**src/rtl/aligned_best_fit_pool_allocator_defines.svh**
```systemverilog
// assertion helpers for the pool allocator
`ifndef ALIGNED_BEST_FIT_POOL_ALLOCATOR_DEFINES_SVH
`define ALIGNED_BEST_FIT_POOL_ALLOCATOR_DEFINES_SVH
`ifndef SYNTHESIS
// same-cycle implication
`define ABFP_ASSERT_NOW(lbl, ante, cons) \
  lbl: assert property (@(posedge clk_i) disable iff (!rst_ni) (ante) |-> (cons)) \
    else $error("abfp check failed");
// next-cycle implication
`define ABFP_ASSERT_NEXT(lbl, ante, cons) \
  lbl: assert property (@(posedge clk_i) disable iff (!rst_ni) (ante) |=> (cons)) \
    else $error("abfp check failed");
`else
`define ABFP_ASSERT_NOW(lbl, ante, cons)
`define ABFP_ASSERT_NEXT(lbl, ante, cons)
`endif
`endif

```
**src/rtl/abfp_pkg.sv**
```systemverilog
`timescale 1ns / 1ps
package abfp_pkg;
  localparam int FL_DEPTH = 32;
  localparam int FL_IW = $clog2(FL_DEPTH);
  localparam int FL_CW = FL_IW + 1;
  localparam int AT_DEPTH = 64;
  localparam int AT_AW = $clog2(AT_DEPTH);
  localparam int OFF_W = 24;
  localparam int SIZE_W = 25;
  localparam int ALN_W = 26;
  localparam logic [SIZE_W-1:0] POOL_RESET = 25'd4194304;
  localparam logic [SIZE_W-1:0] POOL_MIN = 25'd2048;
  localparam logic [SIZE_W-1:0] POOL_MAX = 25'd16777216;
  localparam logic [ALN_W-1:0] SMALL_MASK = 26'd127;
  localparam logic [ALN_W-1:0] LARGE_MASK = 26'd2047;
  localparam logic [ALN_W-1:0] LARGE_THR = 26'd2048;
  localparam logic CMD_ALLOC = 1'b0;
  localparam logic CMD_FREE = 1'b1;

  typedef enum logic [2:0] {
    ST_OK, ST_ZERO, ST_EXCEED, ST_NOFIT, ST_UNKNOWN, ST_MISMATCH, ST_OVERLAP, ST_FULL
  } status_e;

  typedef enum logic [4:0] {
    OP_NONE, OP_LOAD, OP_TAIL_CUT, OP_BF_INIT, OP_BF_STEP, OP_BF_SEL, OP_HEAD_CUT,
    OP_SHDN, OP_DEC, OP_ASCAN, OP_FS_INIT, OP_FSCAN, OP_MERGE2, OP_MPREV, OP_MNEXT,
    OP_INS_INIT, OP_SHUP, OP_INSERT, OP_COMMIT_ALLOC, OP_COMMIT_FREE, OP_FINISH
  } op_e;

  typedef enum logic [3:0] {
    S_IDLE, S_CHECK, S_BF_SCAN, S_BF_SEL, S_BF_CUT, S_SHDN, S_ASCAN, S_ALEN,
    S_FSCAN, S_FCHK, S_SHUP, S_COMMIT, S_FIN
  } state_e;

  typedef struct packed {
    logic              command;
    logic [SIZE_W-1:0] size_bytes;
    logic [OFF_W-1:0]  block_offset;
  } req_t;

  typedef struct packed {
    logic [2:0]        status;
    logic [OFF_W-1:0]  result_offset;
    logic [SIZE_W-1:0] aligned_size;
    logic [1:0]        merges;
    logic [5:0]        free_block_count;
    logic [SIZE_W-1:0] used_bytes;
  } res_t;

  typedef struct packed {
    op_e     op;
    status_e code;
  } ctrl_t;

  typedef struct packed {
    logic is_free;
    logic size_zero;
    logic too_big;
    logic table_full;
    logic is_small;
    logic list_empty;
    logic tail_fits;
    logic bf_exact;
    logic bf_last;
    logic bf_found;
    logic cut_empty;
    logic shdn_done;
    logic a_hit;
    logic a_end;
    logic len_bad;
    logic fs_stop;
    logic overlap;
    logic mnext;
    logic mprev;
    logic list_full;
    logic ins_done;
  } stat_t;
endpackage

```
**src/rtl/abfp_ctrl.sv**
```systemverilog
`timescale 1ns / 1ps
module abfp_ctrl (
  input  logic            clk_i,
  input  logic            rst_ni,
  input  logic            start_i,
  input  abfp_pkg::stat_t stat_i,
  output abfp_pkg::ctrl_t ctrl_o,
  output logic            busy_o
);
  import abfp_pkg::*;

  state_e state_q, state_d;

  // state register
  always_ff @(posedge clk_i or negedge rst_ni) begin
    if (!rst_ni) begin
      state_q <= S_IDLE;
    end else begin
      state_q <= state_d;
    end
  end

  // next state
  always_comb begin
    state_d = state_q;
    unique case (state_q)
      S_IDLE: if (start_i) state_d = S_CHECK;
      S_CHECK: begin
        if (stat_i.is_free) begin
          state_d = stat_i.size_zero ? S_IDLE : S_ASCAN;
        end else if (stat_i.size_zero || stat_i.too_big || stat_i.table_full) begin
          state_d = S_IDLE;
        end else if (stat_i.is_small && !stat_i.list_empty && stat_i.tail_fits) begin
          state_d = S_COMMIT;
        end else if (stat_i.list_empty) begin
          state_d = S_IDLE;
        end else begin
          state_d = S_BF_SCAN;
        end
      end
      S_BF_SCAN: if (stat_i.bf_exact || stat_i.bf_last) state_d = S_BF_SEL;
      S_BF_SEL: state_d = stat_i.bf_found ? S_BF_CUT : S_IDLE;
      S_BF_CUT: state_d = stat_i.cut_empty ? S_SHDN : S_COMMIT;
      S_SHDN: if (stat_i.shdn_done) state_d = S_COMMIT;
      S_ASCAN: begin
        if (stat_i.a_hit) begin
          state_d = S_ALEN;
        end else if (stat_i.a_end) begin
          state_d = S_IDLE;
        end
      end
      S_ALEN: state_d = stat_i.len_bad ? S_IDLE : S_FSCAN;
      S_FSCAN: if (stat_i.fs_stop) state_d = S_FCHK;
      S_FCHK: begin
        priority if (stat_i.overlap) begin
          state_d = S_IDLE;
        end else if (stat_i.mnext && stat_i.mprev) begin
          state_d = S_SHDN;
        end else if (stat_i.mprev || stat_i.mnext) begin
          state_d = S_COMMIT;
        end else if (stat_i.list_full) begin
          state_d = S_IDLE;
        end else begin
          state_d = S_SHUP;
        end
      end
      S_SHUP: if (stat_i.ins_done) state_d = S_COMMIT;
      S_COMMIT: state_d = S_FIN;
      S_FIN: state_d = S_IDLE;
      default: state_d = S_IDLE;
    endcase
  end

  // datapath commands
  always_comb begin
    ctrl_o.op   = OP_NONE;
    ctrl_o.code = ST_OK;
    unique case (state_q)
      S_IDLE: if (start_i) ctrl_o.op = OP_LOAD;
      S_CHECK: begin
        if (stat_i.is_free) begin
          if (stat_i.size_zero) begin
            ctrl_o.op   = OP_FINISH;
            ctrl_o.code = ST_ZERO;
          end
        end else if (stat_i.size_zero) begin
          ctrl_o.op   = OP_FINISH;
          ctrl_o.code = ST_ZERO;
        end else if (stat_i.too_big) begin
          ctrl_o.op   = OP_FINISH;
          ctrl_o.code = ST_EXCEED;
        end else if (stat_i.table_full) begin
          ctrl_o.op   = OP_FINISH;
          ctrl_o.code = ST_FULL;
        end else if (stat_i.is_small && !stat_i.list_empty && stat_i.tail_fits) begin
          ctrl_o.op = OP_TAIL_CUT;
        end else if (stat_i.list_empty) begin
          ctrl_o.op   = OP_FINISH;
          ctrl_o.code = ST_NOFIT;
        end else begin
          ctrl_o.op = OP_BF_INIT;
        end
      end
      S_BF_SCAN: ctrl_o.op = OP_BF_STEP;
      S_BF_SEL: begin
        if (stat_i.bf_found) begin
          ctrl_o.op = OP_BF_SEL;
        end else begin
          ctrl_o.op   = OP_FINISH;
          ctrl_o.code = ST_NOFIT;
        end
      end
      S_BF_CUT: ctrl_o.op = OP_HEAD_CUT;
      S_SHDN: ctrl_o.op = stat_i.shdn_done ? OP_DEC : OP_SHDN;
      S_ASCAN: begin
        if (!stat_i.a_hit && stat_i.a_end) begin
          ctrl_o.op   = OP_FINISH;
          ctrl_o.code = ST_UNKNOWN;
        end else begin
          ctrl_o.op = OP_ASCAN;
        end
      end
      S_ALEN: begin
        if (stat_i.len_bad) begin
          ctrl_o.op   = OP_FINISH;
          ctrl_o.code = ST_MISMATCH;
        end else begin
          ctrl_o.op = OP_FS_INIT;
        end
      end
      S_FSCAN: if (!stat_i.fs_stop) ctrl_o.op = OP_FSCAN;
      S_FCHK: begin
        priority if (stat_i.overlap) begin
          ctrl_o.op   = OP_FINISH;
          ctrl_o.code = ST_OVERLAP;
        end else if (stat_i.mnext && stat_i.mprev) begin
          ctrl_o.op = OP_MERGE2;
        end else if (stat_i.mprev) begin
          ctrl_o.op = OP_MPREV;
        end else if (stat_i.mnext) begin
          ctrl_o.op = OP_MNEXT;
        end else if (stat_i.list_full) begin
          ctrl_o.op   = OP_FINISH;
          ctrl_o.code = ST_FULL;
        end else begin
          ctrl_o.op = OP_INS_INIT;
        end
      end
      S_SHUP: ctrl_o.op = stat_i.ins_done ? OP_INSERT : OP_SHUP;
      S_COMMIT: ctrl_o.op = stat_i.is_free ? OP_COMMIT_FREE : OP_COMMIT_ALLOC;
      S_FIN: ctrl_o.op = OP_FINISH;
      default: ctrl_o.op = OP_NONE;
    endcase
  end

  assign busy_o = (state_q != S_IDLE);
endmodule

```
**config.mk**
```make
export PLATFORM = sky130hd
export DESIGN_NAME = abfp_ctrl
export DESIGN_NICKNAME = d
export VERILOG_FILES = /design/src/rtl/aligned_best_fit_pool_allocator_defines.svh /design/src/rtl/abfp_pkg.sv /design/src/rtl/abfp_ctrl.sv
export SDC_FILE = /design/constraint.sdc
export NUM_CORES = 1
export LEC_CHECK = 0
export BUFFER_PORTS_ARGS = -buffer_cell sky130_fd_sc_hd__buf_4
export CAP_MARGIN = 15
export CORE_AREA = 2 2 58 65
export CTS_CLUSTER_SIZE = 12
export DETAILED_ROUTE_END_ITERATION = 10
export DIE_AREA = 0 0 60 67
export PLACE_DENSITY = 0.49
export SETUP_SLACK_MARGIN = 0.05
export SLEW_MARGIN = 20
export SYNTH_ARGS = -nofsm -noshare
export SYNTH_HDL_FRONTEND = slang
export SYNTH_SLANG_ARGS = --single-unit
```
**constraint.sdc**
```tcl
create_clock -name clk_i -period 2.02 [get_ports clk_i]
set_clock_uncertainty 0.15 [all_clocks]
set_input_delay 0.101 -clock clk_i [delete_from_list [all_inputs] [get_ports clk_i]]
set_output_delay 0.101 -clock clk_i [all_outputs]
set_load 0.02 [all_outputs]
```
==> After elaboration in Yosys (flattened, before gate mapping) <==
Index checks and enable logic that the tools add are counted.
{ "classes": {"eq_ne": 18, "n_mux": 51, "reduce_logical": 13} }
{ "ops": {"columns": ["cell", "n"], "rows": [
  ["$mux 4", 18],
  ["$pmux 5 s13", 1],
  ["$mux 8", 6],
  ["$pmux 4 s12", 1],
  ["$mux 5", 9],
  ["$mux 3", 8],
  ["$eq 4x4->1 const B", 5],
  ["$eq 4x3->1 const B", 4],
  ["$pmux 3 s5", 1],
  ["$ne 2x2->1 const B", 5],
  ["$eq 4x2->1 const B", 2],
  ["$mux 2", 4],
  ["$reduce_and 6->1", 1],
  ["$eq 4x1->1 const B", 1],
  ["$logic_and 1x1->1", 4],
  ["$logic_not 4->1", 1],
  ["$logic_or 1x1->1", 4],
  ["$reduce_bool 4->1", 1],
  ["$mux 1", 3],
  ["$ne 3x3->1 const B", 1],
  ["$logic_not 1->1", 2]
]} }
{ "word_totals": {"regBits": 4, "output_inout_bits": 9, "wordCells": 83} }

==> Longest topological paths before layout <==
Gate-level depths: netlist (run 1).
{ "depth": {"ltp_word": 9, "depth_mapped": 7, "depth_no_buf": 5} }

==> Least setup slack after synthesis (run 1) <==
No wires, ideal clock.
{ "synth_timing": {"kind": "register to register", "start": "register state_q[0]", "end": "register state_q[3]", "arrival_ns": 1.480, "slack_ns": 0.265, "stages_incl_launch_ff": 7, "period_less_slack_ns": 1.755, "path_cell_list": "dfrtp_1 > buf_2 > nor2b_2 > nand2_1 > o311a_1 > nand2_1 > mux2_2"} }
{ "synth_via": {"elab_chain_len": 3, "elab_cells_between_ends": 20} }
{ "synth_lines": {"columns": ["item", "line_no", "text"], "rows": [
  ["from (decl)", "abfp_ctrl.sv:12", "state_e state_q, state_d;"],
  ["from (signal assigned)", "abfp_ctrl.sv:19", "state_q <= state_d;"],
  ["$eq 4x3->1 (tied with other cells)", "abfp_ctrl.sv:26", "unique case (state_q)"],
  ["$ne 3x3->1 (no line) or $ne 2x2->1 (tied branches)", null, null],
  ["$reduce_and 6->1 (no line)", null, null]
]} }
Several ways; a longest one is shown, not always the timed one.
A chain may end at the register's enable or synchronous reset.

==> results of run 1 <==
==> synthesized netlist by cell type (all sizes together) (2+ instances only) <==
library cell / count / area [sq um]
a22oi: 2 / 15.0
dfrtp: 4 / 100
a221oi: 2 / 17.5
inv: 4 / 15.0
buf: 5 / 25.0
and2: 3 / 18.8
a21oi: 8 / 40.0
o21ai: 7 / 35.0
o32ai: 3 / 26.3
nor3b: 3 / 27.5
nor2b: 5 / 33.8
nor3: 8 / 50.1
mux2i: 3 / 30.0
nand3: 7 / 35.0
nor2: 11 / 41.3
mux2: 2 / 22.5
nand4: 2 / 12.5
nand2b: 5 / 33.8
o211ai: 3 / 22.5
nand3b: 2 / 15.0
nand2: 8 / 30.0
==> area by class of cell <==
class | count | area (sq um)
clock buffer | 3 | 22.5
inverter | 4 | 17.5
multi-input combinational | 100 | 778
fill | 332 | 1850
tap | 48 | 60.1
timing repair buffer | 59 | 500
sequential | 4 | 104
==> per-layer routing <==
layer | up-vias | routed length (um) | track usage [%]
li1 | 550 | - | -
met1 | 544 | 1310 | 17.4
met2 | 49 | 1790 | 28.9
met3 | 6 | 154 | 1.94
met4 | 0 | 59 | 2.50
met5 | - | 0 | 0
==> placed cells by master (no fill, tap or decap), types with 2 or more instances in the layout <==
cell type / Yosys / final
a21oi_1: 8 / 7
o211ai_1: 3 / 3
mux2i_1: 3 / 3
nand3_2: 0 / 5
o21ai_1: 2 / 3
o21ai_0: 5 / 4
a221oi_1: 2 / 2
nor3_1: 6 / 5
nor2_1: 11 / 9
buf_6: 0 / 6
inv_1: 3 / 3
nand4_1: 2 / 2
dlygate4sd3_1: 0 / 2
nand2_1: 8 / 6
nand2b_1: 4 / 2
o32ai_1: 3 / 3
nor3_2: 2 / 2
nor3b_1: 2 / 2
dfrtp_2: 0 / 3
nand2b_4: 0 / 2
buf_4: 0 / 49
nor2b_1: 4 / 3
nand3b_1: 2 / 2
clkbuf_4: 0 / 3
nand3_1: 7 / 2
==> logic make-up after synthesis <==
group           Yosys count  synth area share (%)
buf+inv                   9                  5.14
mux                       5                  6.74
flops                     4                  12.8
simple gates             58                  42.2
compound gates           37                  33.1
==> metrics by stage <==
stage | power [uW] | TNS (ps) | worst slack [ps] | utilization [%] | hold slack, ps
5_1_grt | 1950 | -39.3 | -27.6 | 44.5 | 49.5
3_5_place_dp | 1360 | 0 | 99.5 | 35.9 | -252
3_3_place_gp | 1370 | 0 | 90.5 | 35.9 | -250
2_1_floorplan | 843 | 0 | 265 | - | -345
6_report | 1840 | 0 | 40.1 | 44.5 | 44.9
4_1_cts | 1590 | 0 | 36.8 | 39.6 | 38.4
==> power by group through the flow <==
stage	sequential (uW)	combinational, uW	clock [uW]
floorplan	136	708	0
CTS	169	1320	103
global route	196	1650	104
finish	191	1550	96.5
global placement	177	1190	0
detailed placement	179	1190	0
==> what timing repair did <==
item / 4_1_cts / 5_1_grt
setup endpoints to repair: 8 / 7
cloned: 0 / 1
hold buffers: 2 / 0
setup buffers: 4 / 3
pin swaps: 1 / 11
resized for setup: 13 / 27
endpoints found under the hold margin: 5 / 0
==> final timing paths <==
path,startpoint,to,slack (ps),cells after the start
max,state_q[0],ctrl_o[3],40,7
min,rst_ni,state_q[1],40,2
max reg2reg,state_q[0],state_q[3],90,7
min reg2reg,state_q[3],state_q[3],530,1
max in group asynchronous,rst_ni,state_q[2],1560,2
min in group clk_i,stat_i[20],state_q[2],100,3
==> flow_summary_export.csv, run 1 <==
group,metric,value,unit
timing,tightest_slew,458,ps
layout,top_register,"state_q",
drt,wire_per_inst,15.2,um
logic_synthesis,syn_area,779,sq um
die,initial_core_util,23.4,%
critical_path,cp_cell_sequence,"buf_6, mux2_4, nand3_2, o221ai_2, a21oi_1, o211ai_1, buf_4",
timing,fmaxAchievable,0.505,GHz
place,place.gp.congestion,0.905,
clock_tree,root_buffer,"clkbuf_4",
logic_synthesis,syn_area_per_cell,6.90,sq um
clock_tree,cts_sinks,4,
die,num_rows,22,
global_route,grt_pass1_wl,4590,um
global_route,first_global_vias,1038,
clock_tree,clk_latency,230,ps
critical_path,cp-start-kind,"flop",
pwr,power_density,1240,nW/um^2
pwr,p_sw,859,uW
drt,via_count,1149,
layout,fin_area,1480,sq um
critical_path,path_buf_inv,2,
logic_synthesis,synth_edf_count,0,
pwr,switching_share,46.7,%
outcome,status,"complete, no violations",
logic_synthesis,syn_inst,113,
drt,routed_wl,3310,um
pwr,pwr-share-clk,5.2,%
place,port_buffers,32,
layout,nNetsFinal,196,
timing,finalHoldViolCount,0,
drt,ant_nets,0,
hold_path,hp-class,"input port to asynchronous set/reset pin",
timing,slew_headroom,69.2,%
critical_path,critPathTopFamily,"flip-flops",
place,hpwl,2420,um
critical_path,path_class,"flop to output pin",
timing,slew_violations,0,
timing,finalSetupViolations,0,
critical_path,cpPeakStageDelay,470,ps
clock_tree,clockBufferDepth,2,
drt,drtIter0Drc,37,
clock_tree,tritoncts,"built",
drt,via_per_inst,5.27,
logic_synthesis,ys_ff_latch,4,
die,coreArea,3330,sq um
drt,remaining_drc_errors,0,
timing,layout_min_cycle_time,1980,ps
global_route,grt_usage,15.1,%
pwr,cellInternalPower,982,uW
global_route,grt_overflow,0,
logic_synthesis,ys_async_sr_fraction,100,%
pwr,ir_worst_vdd,526,uV
pwr,power_frac_seq,10.4,%
layout,final_layout_size_suffix_gt1_share,54.7,%
critical_path,critPathMaxFanout,6,
layout,top_regs,"state_q x4",
drt,drt_first_pass_iters,4,
critical_path,critPathRequiredTime,1770,ps
clock_tree,htree_levels,1,
run,cap_violations,0,
place,dpl_cell_area,1190,sq um
clock_tree,path_clk_slew,40,ps
die,die_area,4020,sq um
clock_tree,numCtsBuffers,3,
layout,final_cells,218,
logic_synthesis,ys_seq_area_share,12.8,%
logic_synthesis,ys.flop_type,"dfrtp_1",
logic_synthesis,ys_warn_count,0,
timing,rsz0062_at_grt,"yes",
layout,n_antenna_cell,0,
pwr,p_leak,0.000636,uW
die,dieHeight,67,um
logic_synthesis,syn_nets,137,
die,io_pins,33,
layout,largest_reg_flops,4,
critical_path,crit_path_top_delay_cell,"dfrtp_2",
die,die_x,60,um
place,place_inst,205,
global_route,grt_max_degree,15,
pwr,comb_power_share,84.4,%
critical_path,cp-end-kind,"output pin",
critical_path,arrival,1730,ps
layout,area_delta_synth_final,90.2,%
global_route,antenna_found_initial,0,
timing,fin_crit_sh,98.0,%
logic_synthesis,yosysUniqueCellTypes,44,
No activity file was read; power rests on OpenSTA's default activity.
==> run 2, diff against run 1 <==
--- a/config.mk
+++ b/config.mk
@@ -5,13 +5,14 @@
 export SDC_FILE = /design/constraint.sdc
 export NUM_CORES = 1
 export LEC_CHECK = 0
+export ABC_CLOCK_PERIOD_IN_PS = 1800
 export BUFFER_PORTS_ARGS = -buffer_cell sky130_fd_sc_hd__buf_4
 export CAP_MARGIN = 15
 export CORE_AREA = 2 2 58 65
 export CTS_CLUSTER_SIZE = 12
 export DETAILED_ROUTE_END_ITERATION = 10
 export DIE_AREA = 0 0 60 67
-export PLACE_DENSITY = 0.49
+export PLACE_DENSITY = 0.5
 export SETUP_SLACK_MARGIN = 0.05
 export SLEW_MARGIN = 20
 export SYNTH_ARGS = -nofsm -noshare
==> constraint.sdc (replaced) <==
create_clock -name clk_i -period 1.8 [get_ports clk_i]
set_clock_uncertainty 0.15 [all_clocks]
set_input_delay 0.09 -clock clk_i [delete_from_list [all_inputs] [get_ports clk_i]]
set_output_delay 0.09 -clock clk_i [all_outputs]
set_load 0.02 [all_outputs]
==> run 2 against run 1 <==
The flow now finishes with violations (setup timing). Die area unchanged. Power increased by 19%. Sequential cell count unchanged. Register-to-register slack worse by 280 ps. Clock power increased by 17%. Via count grew 4.3%. Sequential power shrank 3%. Wire length grew 6.5%. Count of clock-buffer cells in the layout unchanged.
==> flow_summary_export.csv, run 2 (synthesized netlist as in run 1, its figures left out) <==
group,metric,value,unit
timing,fin_crit_sh,110,%
critical_path,arrival,1950,ps
critical_path,critPathRequiredTime,1770,ps
drt,ant_nets,0,
drt,wl_met1,1330,um
die,io_pins,33,
critical_path,r2r_end,"state_q[3]",
drt,via_per_inst,5.28,
critical_path,reg2reg_depth,8,
drt,wl_met3,218,um
layout,seq_area,104,sq um
clock_tree,tritoncts,"built",
layout,multi_input_area,826,sq um
run,cap_violations,0,
drt,drtIter0Drc,29,
layout,top_register,"state_q",
timing,rsz0062_at_grt,"yes",
die,num_rows,22,
global_route,antenna_found_initial,0,
die,die_x,60,um
clock_tree,cts_sinks,4,
place,dpl_cell_area,1240,sq um
place,place_inst,210,
outcome,violations,"setup timing",
outcome,status,"finished with violations",
global_route,grt_max_degree,11,
clock_tree,clk_latency,240,ps
layout,fin_util,47.5,%
layout,layout_common_cells,"buf_4 (58), nor2_1 (9), buf_6 (7)",
layout,layout_commonest_cell,"buf_4",
clock_tree,htree_levels,1,
critical_path,cp-end-kind,"flop",
clock_tree,clockBufferDepth,2,
global_route,grt_usage,17.3,%
pwr,comb_power_share,86.3,%
global_route,grt_pass1_wl,5250,um
clock_tree,root_buffer,"clkbuf_4",
die,coreArea,3330,sq um
timing,layout_min_cycle_time,1990,ps
timing,slew_headroom,75.2,%
pwr,p_sw,1020,uW
critical_path,regToRegSetupSlack,-190,ps
pwr,ir_worst_vdd,868,uV
hold_path,hp-class,"input port to asynchronous set/reset pin",
clock_tree,path_clk_slew,40,ps
die,die_area,4020,sq um
pwr,power_frac_seq,8.5,%
die,initial_core_util,23.4,%
pwr,pwr-share-clk,5.2,%
layout,nNetsFinal,205,
critical_path,r2r-start,"state_q[0]",
timing,tightest_slew,370,ps
layout,final_cells,227,
layout,final_layout_size_suffix_gt1_share,61.5,%
pwr,switching_share,46.6,%
timing,fmaxAchievable,0.503,GHz
layout,fin_area,1580,sq um
drt,wl_met2,1850,um
drt,wire_per_inst,15.5,um
drt,via_count,1198,
pwr,p_leak,0.000689,uW
die,dieHeight,67,um
pwr,power_density,1380,nW/um^2
layout,top_regs,"state_q x4",
timing,slew_violations,0,
place,place.gp.congestion,0.887,
timing,finalSetupViolations,12,
drt,remaining_drc_errors,0,
layout,nFillCells,332,
pwr,cellInternalPower,1160,uW
timing,holdWs,37.5,ps
drt,drt_first_pass_iters,4,
timing,finalHoldViolCount,0,
critical_path,path_class,"flop to flop",
critical_path,cp-start-kind,"flop",
pwr,finalPower,2180,uW
drt,routed_wl,3530,um
critical_path,critPathMaxFanout,9,
place,hpwl,2500,um
clock_tree,numCtsBuffers,3,
layout,area_delta_synth_final,103,%
place,port_buffers,32,
global_route,first_global_vias,1175,
layout,n_antenna_cell,0,
drt,highest_layer,"met4",
global_route,grt_overflow,0,
timing,timing.final.ws_setup,-188,ps
layout,largest_reg_flops,4,
-- run 2: cell count changes in the layout (fill, tap and decap cells not counted), moves of 2 or more --
cell / change
o21ai_0: -2
nor3_4: +2
buf_4: +9
nor3_2: -2
nand2_2: +2
-- run 2: worst max-delay path by stage --
stage / slack, ps / startpoint / end / depth (start not counted)
final: -190 / state_q[0] / state_q[3] / 8
after global routing: -220 / state_q[3] / state_q[3] / 6
after CTS: -120 / state_q[3] / ctrl_o[4] / 6
after detailed placement: -70 / state_q[3] / state_q[3] / 5
after global placement: -30 / state_q[2] / state_q[3] / 6
after floorplan: 60 / state_q[2] / ctrl_o[7] / 5
-- run 2: worst max-delay path, stage by stage, from the launching register on --
cell      delay [ps]
dfrtp_1          390
buf_12           150
nand2b_4          90
nor3_4            60
buf_4            140
buf_6            100
a221o_1          340
nand3b_1         170
mux2_4           270
-- run 2: power by group through the flow --
stage                     sequential, uW  combinational (uW)  clock [uW]
final                                186                1880         113
after floorplan                      153                 805           0
after global routing                 192                2000         121
after global placement               180                1420           0
after detailed placement             181                1410           0
after CTS                            181                1630         121
-- run 2: through the flow --
stage | worst slack, ps | TNS (ps)
final | -188 | -1190
after global routing | -221 | -1910
after CTS | -116 | -597
after detailed placement | -66.3 | -102
after global placement | -34.8 | -97.5
after floorplan | 58.4 | 0
-- run 2: what timing repair did --
action,in CTS,in global routing
hold buffers,2,0
endpoints found under the setup margin,12,12
gates cloned,0,0
resized for setup,30,23
buffers inserted,4,8
endpoints found under the hold margin,5,0
pin swaps,3,9
-- run 2: cell type report --
type / count / area share [%]
Clock buffer: 3 / 1.42
Inverter: 4 / 0.949
Multi-Input combinational cell: 100 / 52.2
Sequential cell: 4 / 6.57
Tap cell: 48 / 3.80
Timing Repair Buffer: 68 / 35.0
-- run 2: layer usage --
layer	vias up	GRT usage (%)
met5	-	0
met4	0	7.22
met3	12	2.91
met2	48	30.6
met1	562	20.1
li1	576	-
